===== src/rtl/rbt_pkg.sv =====
// shared types, constants and the arctangent table for the relative bearing block
`timescale 1ns / 1ps
`default_nettype none

package rbt_pkg;

	// default build parameters
	localparam int ANGLE_BITS_DEF   = 16;
	localparam int CORDIC_STEPS_DEF = 16;

	// cordic datapath: offsets are 33 and 32 bits, scaled by 2^24, gain and diagonal headroom
	localparam int XY_W       = 60;
	localparam int FRAC_SHIFT = 24;
	localparam int DX_W       = 33;
	localparam int DY_W       = 32;

	// binary angle of half a circle
	localparam logic [31:0] Z_HALF = 32'h8000_0000;

	// heading to binary angle: hdg * 2^32 = hdg * (36000 * HDG_Q + HDG_R)
	localparam logic [16:0] HDG_Q     = 17'd119304;
	localparam logic [14:0] HDG_R     = 15'd23296;
	localparam logic [14:0] HDG_BIAS  = 15'd18000;
	localparam logic [15:0] HDG_DIV   = 16'd36000;
	// floor(2^47 / 36000), quotient estimate is exact or one short
	localparam logic [31:0] HDG_RECIP = 32'd3909374676;
	localparam int          HDG_RSH   = 47;
	localparam int          T_W       = 31;
	localparam int          REM_W     = 17;

	// payload handed from cell to cell
	typedef struct packed {
		logic signed [XY_W-1:0] x;
		logic signed [XY_W-1:0] y;
		logic [31:0]            z;
		logic [31:0]            h;
		logic                   nz;
	} cell_t;

	// atan(2^-i) as a 32-bit binary angle
	function automatic logic [31:0] atan_entry(input int i);
		logic [31:0] a;
		case (i)
			0:  a = 32'h20000000;
			1:  a = 32'h12E4051E;
			2:  a = 32'h09FB385B;
			3:  a = 32'h051111D4;
			4:  a = 32'h028B0D43;
			5:  a = 32'h0145D7E1;
			6:  a = 32'h00A2F61E;
			7:  a = 32'h00517C55;
			8:  a = 32'h0028BE53;
			9:  a = 32'h00145F2F;
			10: a = 32'h000A2F98;
			11: a = 32'h000517CC;
			12: a = 32'h00028BE6;
			13: a = 32'h000145F3;
			14: a = 32'h0000A2FA;
			15: a = 32'h0000517D;
			16: a = 32'h000028BE;
			17: a = 32'h0000145F;
			18: a = 32'h00000A30;
			19: a = 32'h00000518;
			20: a = 32'h0000028C;
			21: a = 32'h00000146;
			22: a = 32'h000000A3;
			23: a = 32'h00000051;
			24: a = 32'h00000029;
			25: a = 32'h00000014;
			26: a = 32'h0000000A;
			27: a = 32'h00000005;
			28: a = 32'h00000003;
			29: a = 32'h00000001;
			30: a = 32'h00000001;
			default: a = 32'h00000000;
		endcase
		return a;
	endfunction

endpackage

`default_nettype wire


===== src/rtl/rbt_front.sv =====
// front end: offsets, zero checks, heading conversion and cordic start vector
`timescale 1ns / 1ps
`default_nettype none

module rbt_front import rbt_pkg::*; (
	input  wire logic        clk,
	input  wire logic        arst_n,
	input  wire logic        en,
	input  wire logic        in_valid,
	input  wire logic [31:0] target_lon,
	input  wire logic [30:0] target_lat,
	input  wire logic [31:0] current_lon,
	input  wire logic [30:0] current_lat,
	input  wire logic [15:0] heading_centideg,
	input  wire logic [15:0] speed_mag,
	output logic             out_valid,
	output cell_t            out_data
);

	logic [DX_W-1:0] dx_c;
	logic [DY_W-1:0] dy_c;
	logic            nz_c;
	logic [T_W-1:0]  t_c;
	logic [31:0]     hq_c;

	logic            vld_s1, vld_s2, vld_s3, vld_s4;
	logic [DX_W-1:0] dx_s1;
	logic [DY_W-1:0] dy_s1;
	logic            nz_s1, nz_s2, nz_s3;
	logic [T_W-1:0]  t_s1, t_s2;
	logic [31:0]     hq_s1, hq_s2, hq_s3;
	logic [62:0]     p_s2;
	logic [15:0]     q_s3;
	logic [REM_W-1:0] rem_s3;
	logic signed [XY_W-1:0] x_s2, y_s2, x_s3, y_s3;
	logic [31:0]     z_s2, z_s3;
	cell_t           data_s4;

	logic signed [XY_W-1:0] xe_c, ye_c;
	logic [15:0]     q_c;
	logic [T_W-1:0]  rem_c;

	// exact differences, one bit wider than the coordinates
	assign dx_c = {target_lon[31], target_lon} - {current_lon[31], current_lon};
	assign dy_c = {target_lat[30], target_lat} - {current_lat[30], current_lat};
	assign nz_c = (speed_mag != 16'd0) && ((dx_c != '0) || (dy_c != '0));
	assign t_c  = T_W'({15'd0, heading_centideg} * {16'd0, HDG_R}) + T_W'(HDG_BIAS);
	assign hq_c = 32'({16'd0, heading_centideg} * {15'd0, HDG_Q});

	// start vector, turned by half a circle when pointing south
	assign xe_c = {{(XY_W-DY_W-FRAC_SHIFT){dy_s1[DY_W-1]}}, dy_s1, {FRAC_SHIFT{1'b0}}};
	assign ye_c = {{(XY_W-DX_W-FRAC_SHIFT){dx_s1[DX_W-1]}}, dx_s1, {FRAC_SHIFT{1'b0}}};

	assign q_c   = p_s2[HDG_RSH+15:HDG_RSH];
	assign rem_c = t_s2 - T_W'({15'd0, q_c} * {15'd0, HDG_DIV});

	always_ff @(posedge clk or negedge arst_n) begin
		if (!arst_n) begin
			vld_s1 <= 1'b0;
			vld_s2 <= 1'b0;
			vld_s3 <= 1'b0;
			vld_s4 <= 1'b0;
		end else if (en) begin
			vld_s1 <= in_valid;
			vld_s2 <= vld_s1;
			vld_s3 <= vld_s2;
			vld_s4 <= vld_s3;
		end
	end

	always_ff @(posedge clk) begin
		if (en) begin
			dx_s1 <= dx_c;
			dy_s1 <= dy_c;
			nz_s1 <= nz_c;
			t_s1  <= t_c;
			hq_s1 <= hq_c;

			p_s2  <= {32'd0, t_s1} * {31'd0, HDG_RECIP};
			t_s2  <= t_s1;
			hq_s2 <= hq_s1;
			nz_s2 <= nz_s1;
			if (dy_s1[DY_W-1]) begin
				x_s2 <= -xe_c;
				y_s2 <= -ye_c;
				z_s2 <= Z_HALF;
			end else begin
				x_s2 <= xe_c;
				y_s2 <= ye_c;
				z_s2 <= 32'd0;
			end

			q_s3   <= q_c;
			rem_s3 <= rem_c[REM_W-1:0];
			hq_s3  <= hq_s2;
			nz_s3  <= nz_s2;
			x_s3   <= x_s2;
			y_s3   <= y_s2;
			z_s3   <= z_s2;

			// quotient correction when the estimate came out one short
			data_s4.h  <= hq_s3 + {16'd0, q_s3}
				+ {31'd0, (rem_s3 >= {1'b0, HDG_DIV})};
			data_s4.x  <= x_s3;
			data_s4.y  <= y_s3;
			data_s4.z  <= z_s3;
			data_s4.nz <= nz_s3;
		end
	end

	assign out_valid = vld_s4;
	assign out_data  = data_s4;

endmodule

`default_nettype wire


===== config.mk =====
export PLATFORM = sky130hd
export DESIGN_NAME = rbt_front
export DESIGN_NICKNAME = d
export VERILOG_FILES = /design/src/rtl/rbt_pkg.sv /design/src/rtl/rbt_front.sv
export SDC_FILE = /design/constraint.sdc
export NUM_CORES = 2
export LEC_CHECK = 0
export ABC_CLOCK_PERIOD_IN_PS = 13750
export BUFFER_PORTS_ARGS = -buffer_cell sky130_fd_sc_hd__buf_2
export CAP_MARGIN = 20
export CELL_PAD_IN_SITES_DETAIL_PLACEMENT = 0
export CELL_PAD_IN_SITES_GLOBAL_PLACEMENT = 1
export CORE_MARGIN = 1
export CORE_UTILIZATION = 35
export CTS_CLUSTER_SIZE = 25
export DETAILED_ROUTE_END_ITERATION = 8
export GPL_ROUTABILITY_DRIVEN = 0
export PLACE_DENSITY = 0.66
export SYNTH_ARGS = -nofsm -noshare
export SYNTH_HDL_FRONTEND = slang
export SYNTH_SLANG_ARGS = --single-unit

===== constraint.sdc =====
create_clock -name clk -period 13.75 [get_ports clk]
set_input_delay 0.6875 -clock clk [delete_from_list [all_inputs] [get_ports clk]]
set_output_delay 0.6875 -clock clk [all_outputs]
set_load 0.005 [all_outputs]

# == Word level (Yosys, flattened, before mapping) ==
# Index checks and enable logic that the tools add are counted.
# totals
input_bits,162
ff_bits,790
elab_cells,51
output_inout_bits,186
# classes
mul,4
order_cmp,1
addsub,8
muxes,3
n_reduce_logical,5
# ops
operator,n
$mul 31x30->61 const B,1
$mux 60,1
$neg 56->60,1
$neg 57->60,1
$mux 55,1
$reduce_bool 33->1,1
$sub 32x32->33,1
$add 32x1->32,1
$add 32x16->32,1
$mux 32,1
$reduce_bool 32->1,1
$sub 31x31->32,1
$add 31x15->31 const B,1
$mul 16x14->29 const B,1
$mul 16x7->23 const B,1
$ge 17x16->1 const B,1
$sub 17x17->17,1
$mul 16x11->12 const B,1
$reduce_bool 16->1,1
$logic_and 1x1->1,1
$logic_or 1x1->1,1

# == Depth between registers and ports, before layout ==
# logic_depth
ltp_word,4
mapped_depth,27
ltp_nobuf,27

# == Least setup slack after synthesis ==
# No wires, ideal clock.
# synth_path
path_type,register -> register
from,reg t_s1[21]
to,reg p_s2[62] (data pin)
arrival_ns,6.878
setup_slack_ns,6.714
path_buffers,0
setup_ns,0.158
path_stages_with_launch,25
t_required_ns,13.592
period_less_slack_ns,7.036
path_cell_list,edfxtp_1 > ha_1 > ha_1 > fa_1 > inv_1 > fa_1 > inv_1 > fa_1 > inv_1 > fa_1 > inv_1 > fa_1 > inv_1 > fa_1 > inv_1 > ha_1 > nor2b_1 > a2111oi_0 > nand4b_1 > a211oi_1 > nor4b_1 > o2111ai_1 > a21oi_1 > or2_2 > o211ai_1
# synth_via
elab_chain_len,1
# synth_lines
item,line_no,rtl
from (decl),rbt_front.sv:30,"logic [T_W-1:0] t_s1, t_s2;"
from (signal assigned),rbt_front.sv:76,t_s1 <= t_c;
$mul 31x30->61,rbt_front.sv:79,"p_s2 <= {32'd0, t_s1} * {31'd0, HDG_RECIP};"
to (signal assigned),rbt_front.sv:79,
to (decl),rbt_front.sv:32,logic [62:0] p_s2;
# Every way passes these cells.
# A chain may end at the register's enable or synchronous reset.

# == Worst setup path in the final report ==
# layout_path
from,reg t_s1[20]
to,reg p_s2[62] (data pin)
# The elaborated chain is that of the path after synthesis.

==> impl_metrics.yaml <==
sta:
  rsz0062_at_grt: "false"
  slew_headroom: 0.287
  tightest_slew_ps: 1070
  period_needed_ps: 8060
  setup_viol: 0
  holdWs_ps: 286
  setup_tns_ps: 0
  hold_viol_final: 0
  max_clock_freq_ghz: 0.124
  drv_slew: 0
  finalClockSkew_ps: 52.4
  min_period_over_period: 0.586
min_path:
  min_path_cells: 2
  holdCritStartpoint: "in_valid"
  hold_class: "input port to register"
  min_to: "vld_s1"
detailed_routing:
  wl_per_cell_microns: 17.8
  wirelength_microns: 89700
  drtPass1Iterations: 5
  ant_nets: 0
  via_per_inst: 4.76
  route.detailed.drc: 0
  vias: 23993
  drtIter0Drc: 1243
cells_and_area:
  syn2layout_area_growth_pct: 12.1
  stdcell_count: 5036
  fin_util: 0.396
  final_cell_mix: "ha_1 (591), inv_1 (585), edfxtp_1 (480), fa_1 (298), buf_2 (267)"
  final_common_cell: "ha_1"
  drive_above_1_share: 0.110
  nets: 4624
flow_run:
  max-cap-violations: 0
worst_setup_path:
  path_class: "register to register"
  crit_required_ps: 14230
  crit_arrival_ps: 8540
  r2r-end: "p_s2[62]"
  crit_start: "t_s1[20]"
  worst_setup_path_start_kind: "register"
  r2r_slack_ps: 5690
  end_kind: "register"
  ff2ff_path_depth: 24
  worst-path-max-fanout: 13
  rr_startpoint: "t_s1[20]"
synth:
  synth_cell_types: 79
  synth-xor-area-share: 0.0555
  ys_async_sr_fraction: 0.00826
  ys_warn_count: 0
  synth_edf_count: 480
  netlist_area_sq_um: 38500
  synth_top_family_by_area: "adder cells"
  synth_compound_area_frac: 0.0788
  syn_area_per_cell_sq_um: 11.8
  synthCells: 3254
  synth_top_flop_cell: "edfxtp_1"
  ys_seq_area_frac: 0.377
  synth-seq-cells: 484
  muxShareOfSynthArea: 0.00172
  yosys.area_share.simple: 0.0653
  synthAdderAreaFrac: 0.347
clock_network:
  htreeDepth: 2
  cts_hold_buf: 1
  cts_resized: 0
  root_buffer: "clkbuf_16"
  cts_tree: "yes"
  clk_path_buf_depth: 3
  clkLatencyLatePin_ps: 630
  cts.clk_slew.worst_paths_ps: 60
  cts_buffers: 53
  clock_sinks: 484
  postCtsSetupBuffers: 0
die:
  die_y_microns: 334
  start_util: 0.353
  die_x_microns: 334
  rows: 121
  fp.dieArea_sq_um: 111000
  core-area_sq_um: 109000
  io_pins: 348
global_routing:
  track_usage: 0.162
  grt_pass1_wl_microns: 139000
  antenna_found_initial: 8
  grt_max_degree: 201
  grt_pass1_vias: 24216
  grt.overflow.total: 0
placement:
  io_buffer_count: 268
  dpl.hpwl_microns: 73300
  dp_cells: 4931
run_status:
  status: "complete, no violations"
-- cell type report --
class                           instances  area, sq um
Fill cell                           10590        65800
Tap cell                             1414         1770
Inverter                              585         2200
Clock inverter                         36          407
Antenna cell                            5         12.5
Multi-Input combinational cell       2166        21400
Sequential cell                       484        14500
Clock buffer                           63         1360
Timing Repair Buffer                  283         1480
-- kinds of logic after synthesis --
kind of cell,after synthesis
fa+ha+maj,889
buf+inv,686
flops,484
simple gates,481
compound gates,463
xor+xnor,244
mux,6
other cells,1
-- cells in the mapped netlist, types with 27 or more instances --
| cell | number | share of area |
|---|---|---|
| buf_4 | 79 | 0.015 |
| xnor2_1 | 186 | 0.042 |
| nand2_1 | 120 | 0.012 |
| a31oi_1 | 27 | 0.0044 |
| fa_1 | 298 | 0.15 |
| nand3_1 | 32 | 0.0042 |
| ha_1 | 591 | 0.19 |
| inv_1 | 585 | 0.057 |
| o21ai_0 | 86 | 0.011 |
| nor2_1 | 98 | 0.0096 |
| a21oi_1 | 121 | 0.016 |
| edfxtp_1 | 480 | 0.37 |
| a21o_1 | 46 | 0.0090 |
| xor2_1 | 58 | 0.013 |
| nor3_1 | 29 | 0.0038 |
-- flip-flops by register name, indices dropped and copies added (netlist names), 11 cells and up --
name and cells:
y_s2 36, x_s3 36, dy_s1 32, out_data 106, hq_s2 28, dx_s1 33
x_s2 36, hq_s1 29, p_s2 17, y_s3 36, rem_s3 11, q_s3 16
t_s1 22, hq_s3 29
-- critical path, stage by stage (launching register included) --
cell	delay (ps)
edfxtp_1	930
ha_1	370
ha_1	320
fa_1	500
inv_1	50
fa_1	530
inv_1	50
fa_1	500
inv_1	50
fa_1	470
inv_1	50
fa_1	530
inv_1	50
fa_1	530
inv_1	40
ha_1	300
nor2b_1	140
a2111oi_0	580
nand4b_1	350
a211oi_1	410
nor4b_1	170
o2111ai_1	330
a21oi_1	150
or2_2	330
o211ai_1	170
-- per-layer routing --
metal | wire length [microns] | up-vias | GRT usage | share of wire
li1 | - | 11761 | - | -
met1 | 43100 | 11677 | 0.232 | 0.48
met2 | 40400 | 455 | 0.258 | 0.45
met3 | 4230 | 96 | 0.0237 | 0.047
met4 | 1930 | 4 | 0.0386 | 0.022
met5 | 28 | - | 0 | 0.00031
-- stage by stage --
stage                     instance area (sq um)  setup slack (ps)
after floorplan                           38800              6710
after global routing                      43200              5040
after CTS                                 43200              5510
after detailed placement                  41400              5530
final                                     43200              5690
after global placement                    41400              5620
-- how the worst max path moves through the flow --
stage                     to  slack [ps]  cells past startpoint
detailed placement  p_s2[62]        5530                     24
floorplan           p_s2[62]        6710                     24
CTS                 p_s2[62]        5510                     24
global placement    p_s2[62]        5620                     24
global route        p_s2[62]        5040                     24
finish              p_s2[62]        5690                     24
Power is left out: the tool's default activity adds up to more than one toggle a clock period on the data nets, which glitch-free logic cannot reach.
