File: src/rtl/rbt_pkg.sv
// shared types, constants and the arctangent table for the relative bearing block
`timescale 1ns / 1ps
`default_nettype none

package rbt_pkg;

	// default build parameters
	localparam int ANGLE_BITS_DEF   = 16;
	localparam int CORDIC_STEPS_DEF = 16;

	// cordic datapath: offsets are 33 and 32 bits, scaled by 2^24, gain and diagonal headroom
	localparam int XY_W       = 60;
	localparam int FRAC_SHIFT = 24;
	localparam int DX_W       = 33;
	localparam int DY_W       = 32;

	// binary angle of half a circle
	localparam logic [31:0] Z_HALF = 32'h8000_0000;

	// heading to binary angle: hdg * 2^32 = hdg * (36000 * HDG_Q + HDG_R)
	localparam logic [16:0] HDG_Q     = 17'd119304;
	localparam logic [14:0] HDG_R     = 15'd23296;
	localparam logic [14:0] HDG_BIAS  = 15'd18000;
	localparam logic [15:0] HDG_DIV   = 16'd36000;
	// floor(2^47 / 36000), quotient estimate is exact or one short
	localparam logic [31:0] HDG_RECIP = 32'd3909374676;
	localparam int          HDG_RSH   = 47;
	localparam int          T_W       = 31;
	localparam int          REM_W     = 17;

	// payload handed from cell to cell
	typedef struct packed {
		logic signed [XY_W-1:0] x;
		logic signed [XY_W-1:0] y;
		logic [31:0]            z;
		logic [31:0]            h;
		logic                   nz;
	} cell_t;

	// atan(2^-i) as a 32-bit binary angle
	function automatic logic [31:0] atan_entry(input int i);
		logic [31:0] a;
		case (i)
			0:  a = 32'h20000000;
			1:  a = 32'h12E4051E;
			2:  a = 32'h09FB385B;
			3:  a = 32'h051111D4;
			4:  a = 32'h028B0D43;
			5:  a = 32'h0145D7E1;
			6:  a = 32'h00A2F61E;
			7:  a = 32'h00517C55;
			8:  a = 32'h0028BE53;
			9:  a = 32'h00145F2F;
			10: a = 32'h000A2F98;
			11: a = 32'h000517CC;
			12: a = 32'h00028BE6;
			13: a = 32'h000145F3;
			14: a = 32'h0000A2FA;
			15: a = 32'h0000517D;
			16: a = 32'h000028BE;
			17: a = 32'h0000145F;
			18: a = 32'h00000A30;
			19: a = 32'h00000518;
			20: a = 32'h0000028C;
			21: a = 32'h00000146;
			22: a = 32'h000000A3;
			23: a = 32'h00000051;
			24: a = 32'h00000029;
			25: a = 32'h00000014;
			26: a = 32'h0000000A;
			27: a = 32'h00000005;
			28: a = 32'h00000003;
			29: a = 32'h00000001;
			30: a = 32'h00000001;
			default: a = 32'h00000000;
		endcase
		return a;
	endfunction

endpackage

`default_nettype wire

File: src/rtl/rbt_cell.sv
// one cordic vectoring step, registered
`timescale 1ns / 1ps
`default_nettype none

module rbt_cell import rbt_pkg::*; #(
	parameter int STEP = 0
) (
	input  wire logic clk,
	input  wire logic arst_n,
	input  wire logic en,
	input  wire logic in_valid,
	input  cell_t     in_data,
	output logic      out_valid,
	output cell_t     out_data
);

	localparam logic [31:0] ATAN = atan_entry(STEP);

	logic signed [XY_W-1:0] xs, ys;
	cell_t nxt;
	logic  valid_q;
	cell_t data_q;

	// arithmetic shifts round toward minus infinity
	assign xs = $signed(in_data.x) >>> STEP;
	assign ys = $signed(in_data.y) >>> STEP;

	always_comb begin
		nxt = in_data;
		if (!in_data.y[XY_W-1]) begin
			nxt.x = in_data.x + ys;
			nxt.y = in_data.y - xs;
			nxt.z = in_data.z + ATAN;
		end else begin
			nxt.x = in_data.x - ys;
			nxt.y = in_data.y + xs;
			nxt.z = in_data.z - ATAN;
		end
	end

	always_ff @(posedge clk or negedge arst_n) begin
		if (!arst_n) begin
			valid_q <= 1'b0;
		end else if (en) begin
			valid_q <= in_valid;
		end
	end

	always_ff @(posedge clk) begin
		if (en) begin
			data_q <= nxt;
		end
	end

	assign out_valid = valid_q;
	assign out_data  = data_q;

endmodule

`default_nettype wire

File: config.mk
export PLATFORM = sky130hd
export DESIGN_NAME = rbt_cell
export DESIGN_NICKNAME = d
export VERILOG_FILES = /design/src/rtl/rbt_pkg.sv /design/src/rtl/rbt_cell.sv
export SDC_FILE = /design/constraint.sdc
export NUM_CORES = 1
export LEC_CHECK = 0
export BUFFER_PORTS_ARGS = -buffer_cell sky130_fd_sc_hd__buf_2
export CAP_MARGIN = 10
export CORE_MARGIN = 1
export CORE_UTILIZATION = 60
export CTS_CLUSTER_SIZE = 30
export DETAILED_ROUTE_END_ITERATION = 7
export GPL_TIMING_DRIVEN = 0
export PLACE_DENSITY_LB_ADDON = 0.1
export SLEW_MARGIN = 20
export SYNTH_ARGS = -nofsm -noshare
export SYNTH_HDL_FRONTEND = slang
export SYNTH_SLANG_ARGS = --single-unit
File: constraint.sdc
create_clock -name clk -period 1.1 [get_ports clk]
set_input_delay 0.055 -clock clk [delete_from_list [all_inputs] [get_ports clk]]
set_output_delay 0.055 -clock clk [all_outputs]
set_load 0.1 [all_outputs]
==> flow_metrics.tcl, run 1 <==
set metrics [dict create \
    cts.sinks 185 \
    status "aborted with a tool error" \
    ctsLongestPathBuffers 2 \
    start_util_pct 60.92 \
    dp_slack_ps -3093 \
    grt_pass1_vias 24270 \
    avgSynthCellArea_sq_um 8.666 \
    syn_inst 1953 \
    synthTopCellsByArea "edfxtp_1 (33%), ha_1 (14%), a21oi_1 (7.6%)" \
    ys_async_sr_fraction_pct 0.5405 \
    synth-main-ff-cell "edfxtp_1" \
    tool.error "[ERROR GRT-0116] Global routing finished with congestion. Check the congestion regions in the DRC Viewer." \
    stop_stage "global routing" \
    place.gp.congestion 1.063 \
    ys_seq_area_share_pct 32.79 \
    synth_edf_count 184 \
    grt_pass1_wl_mm 162.8 \
    placementRows 61 \
    synth_top_area_share_pct 32.65 \
    die_w_um 170.0 \
    synthesis.area_sq_um 16920 \
    synth_cell_type_count 78 \
    synth_seq_cells 185 \
    yosys.area.top_type "edfxtp_1" \
    cts_root_buf "clkbuf_16" \
    cts_max_level 4 \
    numCtsBuffers 17 \
    syn_nets 2339 \
    pin_count 375 \
    io_buffers 374 \
    grt_max_degree 107 \
    dp_hpwl_mm 53.38 \
    yosysWarnings 0 \
    track_usage_pct 77.61 \
    die_h_um 170.0 \
    grt_overflow 18 \
]
## Yosys cell counts (17+ instances only)
cell,number
nand4_1,29
nor2_1,141
a21o_1,55
a21oi_1,256
nand2b_1,17
xnor2_1,113
o21bai_1,49
edfxtp_1,184
nand2_1,103
mux2i_1,28
buf_1,19
nor3_1,32
inv_1,191
o21ai_0,145
o31ai_1,25
nor4_1,25
a31oi_1,23
nor2b_1,17
nand3_1,26
clkbuf_1,58
ha_1,193
## stage by stage
step                area, sq um  util (%)  instances
detailed placement        20150     72.54       2706
CTS                       25070     90.22       2912
floorplan                 17770         -       1953
global placement          20120     72.41       2705
## cells by family after synthesis
logic type                 after synthesis  share of synthesized area, %
AOI/OAI and AO/OA                      693                         25.54
xor gates and xnor gates               119                         6.158
adders and majority gates              197                         14.74
buffers and inverters                  290                         6.580
DFF                                    185                         32.79
muxes                                   29                         1.722
and+or+nand+nor                        440                         12.46
## layer usage
metal  track usage, %  GRT overflow
met1            76.55             0
met2            91.77             7
met3            67.98             0
met4            73.17            11
met5            43.48             0
## timing repair
item,in CTS
setup buffers,111
setup endpoints to repair,307
hold buffers,68
pin swaps,151
hold endpoints to repair,68
resized for setup,733
==> inputs of run 2 (changes only) <==
CORE_UTILIZATION = 40   (was 60)
CTS_CLUSTER_SIZE = unset   (was 30)
PLACE_DENSITY_LB_ADDON = 0.15   (was 0.1)
==> run 2 against run 1 <==
  * The flow now finishes, with violations (setup timing)
  * Synthesized cell count unchanged
  * Synthesized area unchanged
==> flow_metrics.tcl, run 2 <==
set metrics [dict create \
    power_switching_mw 18.70 \
    start_util_pct 40.99 \
    drive_gt1_share_pct 42.49 \
    cp-start-kind "input port" \
    synth_top_family_by_area "compound AO/OA/AOI/OAI gates" \
    grt_overflow 0 \
    fin_skew_ps 0 \
    ys_seq_area_share_pct 32.79 \
    most-common-layout-cells "buf_6 (257), edfxtp_1 (184), a21oi_1 (174)" \
    nets 2971 \
    ctsLongestPathBuffers 2 \
    io_buffers 374 \
    slew-limit-headroom_pct 10.02 \
    tightest_slew_ps 1350 \
    synthAdderAreaFrac_pct 14.74 \
    tns_ps -155800 \
    failed_checks "setup timing" \
    vias_per_cell 6.013 \
    yosys.area.top_type "edfxtp_1" \
    synth-compound-area-share_pct 25.54 \
    numCtsBuffers 17 \
    critPathMaxStageDelay_ps 430 \
    synth_edf_count 184 \
    syn_nets 2339 \
    die_w_um 207.7 \
    yosysMostFrequentCell "a21oi_1" \
    met3_length_mm 6.317 \
    clock_power_share_pct 16.3 \
    dr_wl_met2_mm 37.87 \
    drt-total-wl_mm 80.54 \
    synthTopCellsByArea "edfxtp_1 (33%), ha_1 (14%), a21oi_1 (7.6%)" \
    fmax_ghz 0.3348 \
    wl_met1_mm 32.65 \
    critPathArrivalTime_ps 3210 \
    cts_root_buf "clkbuf_16" \
    fin_cells 3133 \
    worstSkewPairLatency_ps 500 \
    power.leakage_nw 11.49 \
    antenna_found_initial 5 \
    largest_reg_flops 184 \
    synth_top_area_share_pct 32.65 \
    synthMuxAreaShare_pct 1.722 \
    final_area_sq_um 27360 \
    sequentialPowerShare_pct 25.1 \
    path_cells "buf_2 > ha_4 > and4_4 > or3_4 > o22ai_2 > o221ai_4 > a311o_1 > a221o_1 > a21o_4 > a21o_1 > a31oi_1 > o21ba_4 > xor2_4" \
    drc 0 \
    place_area_sq_um 20370 \
    synthesis.area_sq_um 16920 \
    rsz0062_at_grt "yes" \
    synth-simple-area-share_pct 12.46 \
    postRouteAntennaNets 0 \
    top_layer_used "met5" \
    crit_path_max_fanout 6 \
    cts_max_level 4 \
    synth_cell_type_count 78 \
    cpLargestDelayFamily "compound AO/OA/AOI/OAI gates" \
    swShare_pct 48.91 \
    critPathSlowestCell "a311o_1" \
    required_ps 1330 \
    cts.reportedPaths.clkPinSlew_ps 80 \
    fp.coreArea_sq_um 41290 \
    fin_ws_ps -1887 \
    grt_pass1_wl_mm 116.3 \
    area_delta_synth_final_pct 61.63 \
    drtIter0Drc 1705 \
    first_pass_iters 6 \
    max-vdd-ir-drop_uv 994.6 \
    p_int_mw 19.53 \
    hp-class "input port to register" \
    pwr-share-comb_pct 58.5 \
    fin_crit_sh_pct 271.5 \
    synth-main-ff-cell "edfxtp_1" \
    hold_slack_ps 52.84 \
    path_class "input port to register" \
    grt_max_degree 105 \
    fin_total_pwr_mw 38.23 \
    dp_slack_ps -3151 \
    yosysWarnings 0 \
    cts_tree "built" \
    avgSynthCellArea_sq_um 8.666 \
    setup_viol 300 \
    post_drt_wl_per_cell_um 25.71 \
    finalHoldViolCount 0 \
    pin_count 375 \
    dp_hpwl_mm 58.93 \
    dpl.cell_count 2862 \
    cts.sinks 185 \
    endpoint_kind "register" \
    grt_pass1_vias 18610 \
    syn_inst 1953 \
    vias 18840 \
    status "finished with violations" \
    slew_violations 0 \
    synth_seq_cells 185 \
    p_per_area_nw_per_um2 1397 \
    track_usage_pct 35.85 \
    drv_cap 0 \
    ys_async_sr_fraction_pct 0.5405 \
    die_h_um 207.7 \
    final_common_cell "buf_6" \
    final_core_util_pct 66.25 \
    place.gp.congestion 0.9645 \
    die-area_sq_um 43140 \
    synth-xor-area-share_pct 6.158 \
    crit_buf_inv 1 \
    ys_top_cells_by_count "a21oi_1 (256), ha_1 (193), inv_1 (191)" \
    layout_min_cycle_time_ps 2987 \
    placementRows 74 \
]
-- run 2: cell counts after synthesis --
Identical to the previous run, type by type.
-- run 2: worst paths after layout --
check / to / startpoint / slack, ps / depth (start not counted)
min reg2reg: out_valid$_DFFE_PN0P_ / out_valid$_DFFE_PN0P_ / 760 / 3
max in group asynchronous: out_valid$_DFFE_PN0P_ / arst_n / 550 / 3
min: out_data[105]$_DFFE_PP_ / en / 50 / 1
max: out_data[122]$_DFFE_PP_ / in_data[137] / -1890 / 13
min in group asynchronous: out_valid$_DFFE_PN0P_ / arst_n / 430 / 3
max reg2reg: out_valid$_DFFE_PN0P_ / out_valid$_DFFE_PN0P_ / 50 / 3
-- run 2: logic make-up after synthesis --
group / Yosys count
xor gates and xnor gates: 119
AOI/OAI and AO/OA: 693
muxes: 29
adders and majority gates: 197
and+or+nand+nor: 440
buffers and inverters: 290
DFF: 185
-- run 2: power by group through the flow --
| stage | registers [mW] | logic (mW) | clock network, mW |
|---|---|---|---|
| after floorplan | 16.6 | 5.68 | 0 |
| after global placement | 9.48 | 16.9 | 0 |
| after detailed placement | 9.47 | 17.0 | 0 |
| after CTS | 9.58 | 20.7 | 6.33 |
| after global routing | 9.68 | 23.0 | 6.61 |
| final | 9.61 | 22.4 | 6.25 |
-- run 2: worst register-to-register path, delay by kind of cell, from the launching register on --
kind                   cells  cell delay, ps
buffers and inverters      2             260
DFF                        1             430
muxes                      1             250
-- run 2: final cells by class --
class | count | area [sq um]
timing repair buffer | 624 | 5579
sequential | 185 | 5552
fill | 3333 | 13940
antenna | 3 | 7.507
multi-input combinational | 1478 | 13570
tap | 532 | 665.6
inverter | 195 | 809.5
clock inverter | 14 | 136.4
buffer | 84 | 604.3
clock buffer | 18 | 429.2
-- run 2: layer usage --
metal / vias up / GRT usage, %
met5: - / 0
met4: 4 / 16.93
met3: 225 / 6.475
met2: 1095 / 59.22
met1: 9168 / 45.33
li1: 8347 / -
-- run 2: repair_timing --
action / in CTS / in global routing
endpoints found under the hold margin: 69 / 0
setup endpoints to repair: 306 / 301
pin swaps: 167 / 186
setup buffers: 126 / 74
gates resized for setup: 845 / 238
hold buffers: 69 / 0
(Power assumes the default switching activity.)
==> inputs of run 3 (changes only) <==
CORE_UTILIZATION = 30   (was 40)
==> run 3 against run 2 <==
  * The run still ends with setup timing left
  * Sequential share of layout area rose by 0.060 points
  * Sequential power shrank 0.4%
  * Worst hold slack worse by 12 ps
  * Utilization decreased by 17 points
  * Cell area shrank 0.29%
  * Routed wire length shrank 0.77%
  * Clock-buffer cell count shrank 1
  * Critical path depth increased by 2
  * Largest power group unchanged
  * Via count down 3.1%
  * Maximum frequency shrank 1.7%
==> flow_metrics.tcl, run 3 (synthesized netlist as in run 2, its figures left out) <==
set metrics [dict create \
    track_usage_pct 27.01 \
    grt_max_degree 99 \
    drtIter0Drc 1512 \
    largest_reg_flops 184 \
    vias_per_cell 5.456 \
    dp_hpwl_mm 60.49 \
    numCtsBuffers 17 \
    fp.coreArea_sq_um 55420 \
    critPathMaxStageDelay_ps 450 \
    path_cells "buf_6 > inv_4 > ha_4 > and4_2 > or3_1 > o22ai_2 > o221ai_4 > buf_6 > a2111oi_4 > nor2_2 > a211o_4 > a21oi_4 > o21ai_1 > o21ai_2 > xnor2_2" \
    area_delta_synth_final_pct 61.16 \
    crit_path_max_fanout 6 \
    first_pass_iters 6 \
    endpoint_kind "register" \
    max-vdd-ir-drop_uv 1265 \
    drive_gt1_share_pct 41.53 \
    placementRows 86 \
    status "finished with violations" \
    ctsLongestPathBuffers 2 \
    hp-class "input port to register" \
    drc 0 \
    io_buffers 374 \
    most-common-layout-cells "buf_6 (249), edfxtp_1 (184), a21oi_1 (176)" \
    fin_skew_ps 0 \
    die_h_um 239.5 \
    fin_ws_ps -1938 \
    nets 2969 \
    tightest_slew_ps 1253 \
    postRouteAntennaNets 0 \
    cts_max_level 4 \
    cts_tree "built" \
    crit_top_cell "buf_6" \
    place.gp.congestion 0.9598 \
    final_area_sq_um 27280 \
    cpLargestDelayFamily "compound AO/OA/AOI/OAI gates" \
    hold_slack_ps 40.53 \
    final_common_cell "buf_6" \
    die_w_um 239.5 \
    final_core_util_pct 49.22 \
    place_area_sq_um 20620 \
    critPathSlowestCell "a2111oi_4" \
    required_ps 1320 \
    start_util_pct 30.54 \
    crit_buf_inv 3 \
    p_per_area_nw_per_um2 1401 \
    antenna_found_initial 5 \
    path_class "input port to register" \
    post_drt_wl_per_cell_um 23.88 \
    setup_viol 301 \
    worstSkewPairLatency_ps 490 \
    rsz0062_at_grt "yes" \
    cp-start-kind "input port" \
    cts.reportedPaths.clkPinSlew_ps 90 \
    grt_pass1_wl_mm 114.9 \
    cts_root_buf "clkbuf_16" \
    grt_overflow 0 \
    fin_total_pwr_mw 38.21 \
    failed_checks "setup timing" \
    power.leakage_nw 11.42 \
    die-area_sq_um 57370 \
    drt-total-wl_mm 79.92 \
    pin_count 375 \
    slew-limit-headroom_pct 16.47 \
    critPathArrivalTime_ps 3260 \
    layout_min_cycle_time_ps 3038 \
    finalHoldViolCount 0 \
    vias 18260 \
    cts.sinks 185 \
    grt_pass1_vias 18040 \
    fin_crit_sh_pct 276.2 \
    drv_cap 0 \
    fmax_ghz 0.3291 \
    slew_violations 0 \
]
## run 3: cell count changes in the layout (fill, tap and decap cells not counted), sizes merged
cell and change:
bufinv -1, inv -1, buf -4, clkdlybuf4s15 +1, clkinv +3
## run 3: worst register-to-register path, stage by stage, from the launching register on
cell and delay [ps]:
dfrtp_2 430, buf_4 140, mux2_2 260
## run 3: timing repair
action / CTS / global route
gates resized for setup: 823 / 170
gates cloned: 1 / 1
buffers inserted: 128 / 54
endpoints found under the hold margin: 69 / 0
setup endpoints to repair: 306 / 302
pin swaps: 165 / 133
hold buffers: 69 / 0
## run 3: power breakdown
group	switching [mW]	leakage, nW	internal [mW]
clock network	3.58	0.305	3.15
registers	0.481	1.81	9.09
logic	14.8	9.31	7.08
## run 3: final cells by class
type	instances	area, sq um
tap	748	935.9
multi-input combinational	1478	13220
sequential	185	5552
fill	5233	28140
clock inverter	15	205.2
antenna	3	7.507
inverter	195	815.8
buffer	85	640.6
clock buffer	17	425.4
timing repair buffer	621	5477
## run 3: metrics by stage
step                cells  worst slack (ps)  TNS [ps]
global route         3345             -1946   -174680
finish               3347             -1938   -162300
detailed placement   3076             -3074   -277930
global placement     3075             -3078   -697420
CTS                  3298             -1847   -160290
floorplan            1953             -1731   -131350
## run 3: routing by layer
layer | GRT usage, % | routed length (um) | vias up
met2 | 43.91 | 37190 | 853
met4 | 9.441 | 2525 | 4
met5 | 0 | 33 | -
li1 | - | - | 8344
met3 | 4.575 | 5479 | 143
met1 | 35.91 | 34700 | 8918
## run 3: final timing paths
check | startpoint | end | slack, ps | cells after the start
worst max-delay path | in_data[77] | out_data[116]$_DFFE_PP_ | -1940 | 15
worst min-delay path | en | out_data[162]$_DFFE_PP_ | 40 | 1
worst max register to register | out_valid$_DFFE_PN0P_ | out_valid$_DFFE_PN0P_ | 170 | 2
worst min register to register | out_valid$_DFFE_PN0P_ | out_valid$_DFFE_PN0P_ | 670 | 2
max in group asynchronous | arst_n | out_valid$_DFFE_PN0P_ | 590 | 3
min in group asynchronous | arst_n | out_valid$_DFFE_PN0P_ | 390 | 3
==> inputs of run 4 (changes only) <==
--- a/config.mk
+++ b/config.mk
@@ -13,2 +13,3 @@
 export GPL_TIMING_DRIVEN = 0
+export MAX_ROUTING_LAYER = met4
 export PLACE_DENSITY_LB_ADDON = 0.15
==> constraint.sdc (replaced) <==
create_clock -name clk -period 3.5 [get_ports clk]
set_input_delay 0.175 -clock clk [delete_from_list [all_inputs] [get_ports clk]]
set_output_delay 0.175 -clock clk [all_outputs]
set_load 0.05 [all_outputs]
==> run 4 against run 3 <==
  * The flow still finishes with violations (setup timing)
  * Final cell count fell by 4.8%
  * Die area did not move
  * Clock power fell by 70%
  * Flip-flop and latch count did not move
  * First-iteration DRC count fell by 10%
  * Clock-buffer cell count rose by 1
  * Non-clock buffer count fell by 160
  * Via count fell by 6.7%
  * Largest cell class unchanged
==> flow_metrics.tcl, run 4 (synthesized netlist as in run 2, its figures left out) <==
set metrics [dict create \
    drt-total-wl_mm 75.49 \
    vias_per_cell 5.346 \
    dp_slack_ps -1187 \
    die_w_um 239.5 \
    cts_max_level 4 \
    status "finished with violations" \
    worstSkewPairLatency_ps 490 \
    final_common_cell "buf_2" \
    hold_depth 3 \
    grt_max_degree 101 \
    power.leakage_nw 9.394 \
    ctsLongestPathBuffers 2 \
    grt_pass1_vias 16730 \
    ff2ff_path_depth 1 \
    path_class "input port to register" \
    max-vdd-ir-drop_uv 391.6 \
    p_per_area_nw_per_um2 428.7 \
    fin_total_pwr_mw 9.239 \
    reg2reg_to "out_valid$_DFFE_PN0P_" \
    fmax_ghz 0.2857 \
    fin_cells 3187 \
    setup_viol 1 \
    fin_crit_sh_pct 100.0 \
    n_fill_cell 5807 \
    fp.coreArea_sq_um 55420 \
    start_util_pct 30.54 \
    failed_checks "setup timing" \
    rr_startpoint "out_valid$_DFFE_PN0P_" \
    numCtsBuffers 17 \
    multi_input_area_sq_um 10680 \
    largest_reg_flops 184 \
    finalHoldViolCount 0 \
    antenna_found_initial 3 \
    fin_skew_ps 0 \
    post_drt_wl_per_cell_um 23.69 \
    grt_overflow 0 \
    hp-class "input port to register" \
    seq_area_sq_um 5550 \
    die-area_sq_um 57370 \
    placementRows 86 \
    dpl.cell_count 3076 \
    pin_count 375 \
    cp-start-kind "input port" \
    cts_root_buf "clkbuf_16" \
    slew-limit-headroom_pct 16.72 \
    place.gp.congestion 0.9812 \
    layout_min_cycle_time_ps 3501 \
    drtIter0Drc 1358 \
    crit_path_end "out_data[122]$_DFFE_PP_" \
    crit_path_start "in_data[67]" \
    fin_ws_ps -0.5136 \
    grt_pass1_wl_mm 109.1 \
    endpoint_kind "register" \
    drive_gt1_share_pct 21.67 \
    drc 0 \
    slew_violations 0 \
    nets 2809 \
    first_pass_iters 6 \
    track_usage_pct 26.64 \
    drv_cap 0 \
    cts_tree "built" \
    crit_path_max_fanout 10 \
    io_buffers 374 \
    critPathArrivalTime_ps 3710 \
    dp_hpwl_mm 60.05 \
    rsz0062_at_grt "yes" \
    tightest_slew_ps 1249 \
    most-common-layout-cells "buf_2 (391), a21oi_1 (249), inv_1 (191), ha_1 (191), edfxtp_1 (184)" \
    area_delta_synth_final_pct 27.32 \
    cts.sinks 185 \
    die_h_um 239.5 \
    required_ps 3710 \
    cts.reportedPaths.clkPinSlew_ps 80 \
    r2r_slack_ps 2730 \
    postRouteAntennaNets 0 \
    tns_ps -0.5136 \
    vias 17040 \
]
## run 4: what timing repair did
action	CTS	global route
setup endpoints to repair	37	33
hold buffers	67	0
pin swaps	2	15
gates resized for setup	37	71
cloned	0	0
hold endpoints to repair	67	0
buffers inserted	3	7
## run 4: routing by layer
| layer | routed length (um) | track usage [%] | part of all wire, % |
|---|---|---|---|
| met1 | 33890 | 35.03 | 45 |
| met2 | 35310 | 42.64 | 47 |
| met3 | 4697 | 3.849 | 6.2 |
| met4 | 1585 | 6.935 | 2.1 |
| met5 | 0 | - | 0 |
## run 4: where the power goes
group | leakage [nW] | switching (mW) | internal [mW] | total (mW)
combinational | 7.30 | 3.08 | 1.17 | 4.26
sequential | 1.81 | 0.0859 | 2.85 | 2.93
clock | 0.282 | 1.04 | 1.01 | 2.05
## run 4: worst min path at each step
stage                                        end  slack [ps]   startpoint
after global placement     out_valid$_DFFE_PN0P_         -50       arst_n
after global routing      out_data[64]$_DFFE_PP_          90  in_data[64]
after CTS                 out_data[64]$_DFFE_PP_          40  in_data[64]
after floorplan            out_valid$_DFFE_PN0P_        -120       arst_n
after detailed placement   out_valid$_DFFE_PN0P_         -40       arst_n
final                     out_data[64]$_DFFE_PP_          80  in_data[64]
## run 4: layout make-up
class                      instances  area share, %
antenna                            3        0.03484
timing repair buffer             452          12.32
clock buffer                      18          1.992
clock inverter                    14         0.7316
tap                              748          4.343
multi-input combinational       1478          49.56
buffer                            94          1.870
sequential                       185          25.76
inverter                         195          3.397
## run 4: metrics by stage
stage / cell area [sq um] / utilization, % / hold WS [ps]
global placement: 19730 / 35.61 / -49.61
detailed placement: 19770 / 35.68 / -44.97
CTS: 21220 / 38.29 / 44.26
finish: 21550 / 38.89 / 80.03
floorplan: 16930 / - / -120.6
global route: 21550 / 38.89 / 91.05
## run 4: worst max-delay path, stage by stage
cell and delay [ps]:
buf_2 140, inv_1 60, ha_1 290, buf_2 200, o21a_1 200, o31a_1 140, nor3_4 290, o221ai_4 250
a311o_1 440, a221o_1 420, a21o_4 280, a21o_1 230, a31oi_1 220, o21ba_1 200, xor2_1 160
